`src/rtl/pixel_format_to_rgb32_defines.svh`:
```
// assertion macros for the pixel format converter
// expects clk and arst_n to be visible where a macro is used
`ifndef PIXEL_FORMAT_TO_RGB32_DEFINES_SVH
`define PIXEL_FORMAT_TO_RGB32_DEFINES_SVH

// property checked on every rising clock edge, off while in reset
`define PF_ASSERT(label, prop, msg) \
	label: assert property (@(posedge clk) disable iff (!arst_n) prop) else $error(msg);

// implication that must hold in the cycle after its trigger
`define PF_ASSERT_NEXT(label, trig, prop, msg) \
	label: assert property (@(posedge clk) disable iff (!arst_n) (trig) |=> (prop)) \
		else $error(msg);

`endif

```
`src/rtl/pf2rgb_pkg.sv`:
```
`timescale 1ns / 1ps
// types, constants and conversion functions for the pixel format converter
// no dependencies; used by pixel_format_to_rgb32
package pf2rgb_pkg;

	// source format register codes
	typedef enum logic [1:0] {
		FMT_YCC422 = 2'd0,
		FMT_RGB565 = 2'd1,
		FMT_RGB32  = 2'd2,
		FMT_UNSUP  = 2'd3
	} src_fmt_t;

	// status codes
	localparam logic ST_OK    = 1'b0;
	localparam logic ST_UNSUP = 1'b1;

	// register map
	localparam int unsigned PADDR_W  = 3;
	localparam logic [0:0] REG_FORMAT = 1'b0;

	// BT.601 studio range coefficients, Q10
	localparam logic signed [20:0] K_Y   = 21'sd1192;
	localparam logic signed [20:0] K_RCR = 21'sd1634;
	localparam logic signed [20:0] K_GCR = 21'sd833;
	localparam logic signed [20:0] K_GCB = 21'sd400;
	localparam logic signed [20:0] K_BCB = 21'sd2066;
	localparam logic signed [20:0] Q10_MAX = 21'sd261120;
	localparam logic signed [9:0]  Y_OFS = 10'sd16;
	localparam logic signed [9:0]  C_OFS = 10'sd128;
	localparam logic [7:0] ALPHA_OPAQUE = 8'hff;

	// one source word as four bytes
	typedef struct packed {
		logic [7:0] src_byte0;
		logic [7:0] src_byte1;
		logic [7:0] src_byte2;
		logic [7:0] src_byte3;
	} src_word_t;

	// result: up to two pixels plus count and status
	typedef struct packed {
		logic [7:0] blue0;
		logic [7:0] green0;
		logic [7:0] red0;
		logic [7:0] alpha0;
		logic [7:0] blue1;
		logic [7:0] green1;
		logic [7:0] red1;
		logic [7:0] alpha1;
		logic [1:0] pixel_count;
		logic       status;
	} pix_word_t;

	// one converted pixel
	typedef struct packed {
		logic [7:0] blue;
		logic [7:0] green;
		logic [7:0] red;
		logic [7:0] alpha;
	} bgra_t;

	// clamp a Q10 sum to 0..255.0 and drop the fraction
	function automatic logic [7:0] q10_clamp(input logic signed [20:0] v);
		logic [7:0] res;
		if (v < 21'sd0) begin
			res = 8'd0;
		end else if (v > Q10_MAX) begin
			res = 8'hff;
		end else begin
			res = v[17:10];
		end
		return res;
	endfunction

	// one YCbCr sample to BGRA
	function automatic bgra_t ycc_pixel(input logic [7:0] y, input logic [7:0] cb,
			input logic [7:0] cr);
		logic signed [9:0]  yd;
		logic signed [9:0]  cbd;
		logic signed [9:0]  crd;
		logic signed [20:0] ys;
		bgra_t px;
		yd  = $signed({2'b00, y}) - Y_OFS;
		cbd = $signed({2'b00, cb}) - C_OFS;
		crd = $signed({2'b00, cr}) - C_OFS;
		ys  = K_Y * 21'(yd);
		px.blue  = q10_clamp(ys + K_BCB * 21'(cbd));
		px.green = q10_clamp(ys - K_GCR * 21'(crd) - K_GCB * 21'(cbd));
		px.red   = q10_clamp(ys + K_RCR * 21'(crd));
		px.alpha = ALPHA_OPAQUE;
		return px;
	endfunction

	// one RGB565 pixel to BGRA with bit replication
	function automatic bgra_t rgb565_pixel(input logic [7:0] lo, input logic [7:0] hi);
		logic [4:0] b5;
		logic [5:0] g6;
		logic [4:0] r5;
		bgra_t px;
		b5 = lo[4:0];
		g6 = {hi[2:0], lo[7:5]};
		r5 = hi[7:3];
		px.blue  = {b5, b5[4:2]};
		px.green = {g6, g6[5:4]};
		px.red   = {r5, r5[4:2]};
		px.alpha = ALPHA_OPAQUE;
		return px;
	endfunction

endpackage

```
`src/rtl/pixel_format_to_rgb32.sv`:
```
`timescale 1ns / 1ps
// pixel format converter top level: YCbCr 4:2:2, RGB565 or RGB32 words to BGRA pixels
// depends on pf2rgb_pkg and pixel_format_to_rgb32_defines.svh
//
// channel   direction  handshake               payload
// src       in         src_valid / src_stall   pf2rgb_pkg::src_word_t
// pix       out        pix_valid / pix_stall   pf2rgb_pkg::pix_word_t
// apb       in         psel/penable/pready     source_format at address 0
//
// pix_valid follows a src transfer through the input register, then the result register
// one word per cycle unless stalled; constant-coefficient multiply-add sets the stage delay
// arst_n clears both stage valids and sets the source format to YCbCr 4:2:2
// a stall on pix backs up through the result register and then the input register
`include "pixel_format_to_rgb32_defines.svh"

module pixel_format_to_rgb32 (
	input  logic                               clk,
	input  logic                               arst_n,
	// source words
	input  logic                               src_valid,
	output logic                               src_stall,
	input  pf2rgb_pkg::src_word_t              src,
	// converted pixels
	output logic                               pix_valid,
	input  logic                               pix_stall,
	output pf2rgb_pkg::pix_word_t              pix,
	// configuration
	input  logic                               psel,
	input  logic                               penable,
	input  logic                               pwrite,
	input  logic [pf2rgb_pkg::PADDR_W-1:0]     paddr,
	input  logic [31:0]                        pwdata,
	output logic [31:0]                        prdata,
	output logic                               pready
);
	import pf2rgb_pkg::*;

	src_fmt_t  fmt_q;
	logic      valid_s1;
	src_word_t word_s1;
	src_fmt_t  fmt_s1;
	logic      valid_s2;
	pix_word_t pix_s2;
	logic      load_s1;
	logic      load_s2;
	logic      reg_wr;
	pix_word_t pix_next;
	bgra_t     px0;
	bgra_t     px1;

	// configuration register
	assign pready = 1'b1;
	assign reg_wr = psel && penable && pwrite && pready && (paddr[2] == REG_FORMAT);

	always_ff @(posedge clk or negedge arst_n) begin
		if (!arst_n) begin
			fmt_q <= FMT_YCC422;
		end else if (reg_wr) begin
			fmt_q <= src_fmt_t'(pwdata[1:0]);
		end
	end

	always_comb begin
		prdata = 32'd0;
		if (paddr[2] == REG_FORMAT) begin
			prdata = {30'd0, fmt_q};
		end
	end

	// pipeline flow control
	assign load_s2   = valid_s1 && (!valid_s2 || !pix_stall);
	assign src_stall = valid_s1 && !load_s2;
	assign load_s1   = src_valid && !src_stall;

	// input register
	always_ff @(posedge clk or negedge arst_n) begin
		if (!arst_n) begin
			valid_s1 <= 1'b0;
		end else if (load_s1) begin
			valid_s1 <= 1'b1;
		end else if (load_s2) begin
			valid_s1 <= 1'b0;
		end
	end

	always_ff @(posedge clk) begin
		if (load_s1) begin
			word_s1 <= src;
			fmt_s1  <= fmt_q;
		end
	end

	// per-format conversion
	always_comb begin
		pix_next = '0;
		px0      = '0;
		px1      = '0;
		case (fmt_s1)
			FMT_YCC422: begin
				px0 = ycc_pixel(word_s1.src_byte0, word_s1.src_byte1, word_s1.src_byte3);
				px1 = ycc_pixel(word_s1.src_byte2, word_s1.src_byte1, word_s1.src_byte3);
				pix_next.pixel_count = 2'd2;
			end
			FMT_RGB565: begin
				px0 = rgb565_pixel(word_s1.src_byte0, word_s1.src_byte1);
				px1 = rgb565_pixel(word_s1.src_byte2, word_s1.src_byte3);
				pix_next.pixel_count = 2'd2;
			end
			FMT_RGB32: begin
				px0 = {word_s1.src_byte0, word_s1.src_byte1, word_s1.src_byte2,
					word_s1.src_byte3};
				pix_next.pixel_count = 2'd1;
			end
			default: begin
				pix_next.status = ST_UNSUP;
			end
		endcase
		pix_next.blue0  = px0.blue;
		pix_next.green0 = px0.green;
		pix_next.red0   = px0.red;
		pix_next.alpha0 = px0.alpha;
		pix_next.blue1  = px1.blue;
		pix_next.green1 = px1.green;
		pix_next.red1   = px1.red;
		pix_next.alpha1 = px1.alpha;
	end

	// result register
	always_ff @(posedge clk or negedge arst_n) begin
		if (!arst_n) begin
			valid_s2 <= 1'b0;
		end else if (load_s2) begin
			valid_s2 <= 1'b1;
		end else if (!pix_stall) begin
			valid_s2 <= 1'b0;
		end
	end

	always_ff @(posedge clk) begin
		if (load_s2) begin
			pix_s2 <= pix_next;
		end
	end

	assign pix_valid = valid_s2;
	assign pix       = pix_s2;

	// checks
	`PF_ASSERT(a_stall_only_when_full, src_stall |-> (valid_s1 && valid_s2), "stall with room")
	`PF_ASSERT_NEXT(a_s1_held, valid_s1 && !load_s2, valid_s1, "input stage item dropped")
	`PF_ASSERT_NEXT(a_unsup_result, load_s2 && fmt_s1 == FMT_UNSUP, pix.status == ST_UNSUP && pix.pixel_count == 2'd0, "bad unsupported result")
	`PF_ASSERT_NEXT(a_rgb32_single, load_s2 && fmt_s1 == FMT_RGB32, pix.pixel_count == 2'd1 && pix.alpha1 == 8'd0, "bad passthrough result")
	`PF_ASSERT_NEXT(a_ycc_opaque, load_s2 && fmt_s1 == FMT_YCC422, pix.alpha0 == ALPHA_OPAQUE && pix.alpha1 == ALPHA_OPAQUE, "ycc alpha not opaque")

endmodule

```
`config.mk`:
```
export PLATFORM = sky130hd
export DESIGN_NAME = pixel_format_to_rgb32
export DESIGN_NICKNAME = d
export VERILOG_FILES = /design/src/rtl/pf2rgb_pkg.sv /design/src/rtl/pixel_format_to_rgb32.sv
export VERILOG_INCLUDE_DIRS = /design/src /design/src/rtl
export SDC_FILE = /design/constraint.sdc
export NUM_CORES = 1
export LEC_CHECK = 0
export BUFFER_PORTS_ARGS = -buffer_cell sky130_fd_sc_hd__clkbuf_2
export CAP_MARGIN = 0
export CORE_UTILIZATION = 35
export DETAILED_ROUTE_END_ITERATION = 8
export GPL_TIMING_DRIVEN = 0
export SETUP_SLACK_MARGIN = 0.4
export SYNTH_ARGS = -nofsm -noshare
export SYNTH_HDL_FRONTEND = slang
export SYNTH_SLANG_ARGS = --single-unit
```
`constraint.sdc`:
```
create_clock -name clk -period 9.7 [get_ports clk]
set_input_delay 0.97 -clock clk [delete_from_list [all_inputs] [get_ports clk]]
set_output_delay 0.97 -clock clk [all_outputs]
set_load 0.02 [all_outputs]
```
==> metrics.txt <==
fin util=between 30% and 40%; shortest period the worst path allows=around 8.0 ns; Post-Place Worst Slack=1.76 ns; H-tree depth=3; Reg-to-Reg End=pix[56]; Min Hold Slack=~0.37 ns; Final setup violation count=0; area leader, netlist=ha_1; Via density=5.20; ys flop type=edfxtp_1; core box area=45500 sq um; postcts setup bufs=0; layout cells sized above 1=10.5%; first-pass GRT wire length=~71000 microns; delay-heaviest family, CP=adder cells; setup TNS=0 ns; IO buf count=112; Yosys warning count=0; worst r2r src=word_s1[28]; synth top area cells=ha_1, edfxtp_1, fa_1, inv_1, xnor2_1; status=finished clean; Hold Crit Class=in2async; die area=47100 sq um; ANT cells=0; syn avg cell area=9.20 sq um; crit end category=register; hold violation count in the final report=0; routability cong.=~0.9; wire length per cell=18.5 microns; Setup Skew=0.00702 ns; clock-pin transition on the worst setup and hold timing paths=0.07 ns; Yosys cell types=88; fraction of registers with async set/reset=4.08%; DRT Wirelength=46600 microns; largest net degree at the start of global routing=27; CTS Hold Buffers Added=0; number of I/O pins=176; CP peak stage delay=0.54 ns; Crit Path Max Fanout=8; standard-cell rows=78; RSZ-0062 raised after global routing=no; worst slew pin tran=1.18 ns; TritonRoute pass-1 iters=5; FF+latch count, synth=98; slew margin rel.=20.9%; starting DRC count in detailed routing=648; total CTS buffers=9; Final nets=2442; post-synthesis sequential area ratio=18.1%; Overflow after GRT=0; Final ANT Viol Nets=0; Worst R2R Setup Slack=between 1.5 and 2 ns; post-synth top area share=28.3%; CP max stage cell=o311ai_1; WP buf/inv=8; CTS Buffer Depth=2; initial antenna violation count=0; area grow syn2layout=10.9%; Vias=13100; Pins Over Slew Limit=0; Die H=217 microns; Die Width=between 200 and 250 microns; DP HPWL=38800 microns; kind of critical path=reg2reg; clock root cell=clkbuf_16; worst-skew pair later-pin latency=0.40 ns; most used cell, CP=inv_1; post_cts resized=0; Arr. time, crit path=about 8.1 ns; final cycle utilization of the critical path=between 80 and 90%; number of synthesized flops with an enable pin=94; Max Clk Rate=0.125 GHz; # clock sinks=98; drt drc=0; Synth Instances=1757; CTS tree=done; GRT Util Overall=roughly 20%; Critical Path RT=9.84 ns; reg2reg path depth=32; Startpoint Class=register; number of global-route vias before repair=13100; Syn Std Cell Area=between 15000 and 20000 sq um; Initial Utilization=35.5%; setup ws final=1.70 ns; total of max-cap violations=0
-- how the worst max path moves through the flow --
stage | startpoint | endpoint | slack, ns | cells after the start
after detailed placement | word_s1[7] | pix[56] | 1.76 | 25
after global routing | word_s1[28] | pix[54] | 1.15 | 32
after CTS | word_s1[7] | pix[56] | 1.72 | 25
after floorplan | word_s1[28] | pix[54] | 2.72 | 32
final | word_s1[28] | pix[56] | 1.70 | 32
after global placement | pix_stall | pix[13] | 0.70 | 2
-- registers in the layout, summed over array words and instances (netlist names) --
name and flops:
fmt_s1 2, word_s1 32, fmt_q 2, valid_s1 1, pix 60, pix_valid 1
-- synth_stat cells (13+ instances only) --
cell type	instances
ha_1	366
inv_1	284
nor2_1	110
o21ai_0	95
edfxtp_1	94
fa_1	90
a21oi_1	86
nand2_1	84
xnor2_1	74
buf_4	38
a21o_1	33
xor2_1	32
nor3_1	29
nand3_1	28
o21a_1	28
nor2b_1	23
a22oi_1	22
nand2b_1	16
and3_1	13
-- layout make-up --
cell class	count	area, sq um
inverters	284	1070
repair buffers	115	621
flip-flops and latches	98	2920
plain buffers	48	324
fillers	4579	27600
multi-input cells	1356	12000
well taps	600	751
clock inverters	4	27.5
clock buffers	12	236
-- cells in the final DEF (no fill, tap or decap), drive strengths merged, types with 8 or more instances in the layout --
cell / synthesis / final
o21ai: 104 / 104
xor2: 32 / 32
o21a: 28 / 28
a21oi: 87 / 87
buf: 38 / 41
nor2b: 23 / 23
a21boi: 10 / 10
o21bai: 12 / 12
a22oi: 22 / 22
fa: 90 / 90
nand3: 28 / 28
a21o: 33 / 33
clkbuf: 10 / 134
nor2: 110 / 110
conb: 2 / 31
edfxtp: 94 / 94
nor3: 30 / 30
or2: 10 / 10
nand2b: 17 / 17
xnor2: 74 / 74
o211ai: 8 / 8
inv: 284 / 285
and3: 14 / 14
and2: 8 / 8
nand2: 84 / 84
a211oi: 11 / 11
a22o: 11 / 11
ha: 366 / 366
-- metrics by stage --
| step | std cells | instance area [sq um] |
|---|---|---|
| after floorplan | 1786 | 16300 |
| after global placement | 2498 | 17600 |
| after detailed placement | 2501 | 17700 |
| after CTS | 2517 | 17900 |
| after global routing | 2517 | 17900 |
| final | 2517 | 17900 |
-- layer usage --
layer  track usage (%)  vias to the layer above  routed length [microns]  share of wire (%)
met3              4.04                       94                     2440                5.2
met5                 0                        -                        0                  0
met4              9.37                        0                     2030                4.4
met1              25.3                     6245                    21000                 45
li1                  -                     6407                        -                  -
met2              33.1                      341                    21100                 45
-- worst register-to-register path, delay by kind of cell, from the launching register on --
kind                     cells  cell delay (ns)
AO/OA/AOI/OAI                9             1.99
XOR/XNOR                     1             0.43
adder cells (fa/ha/maj)      9             3.16
buffers and inverters        8             0.77
flip-flops                   1             0.48
AND/OR/NAND/NOR              5             0.91
-- logic make-up after synthesis --
kind of cell,share of synthesized area (%)
AOI/OAI and AO/OA,16.5
xor gates and xnor gates,6.16
adders and majority gates,39.5
buffers and inverters,8.60
DFF,18.1
muxes,0.472
other,0.0465
and+or+nand+nor,10.6
Power is left out: the tool's default activity adds up to more than one toggle a clock period on the data nets, which glitch-free logic cannot reach.
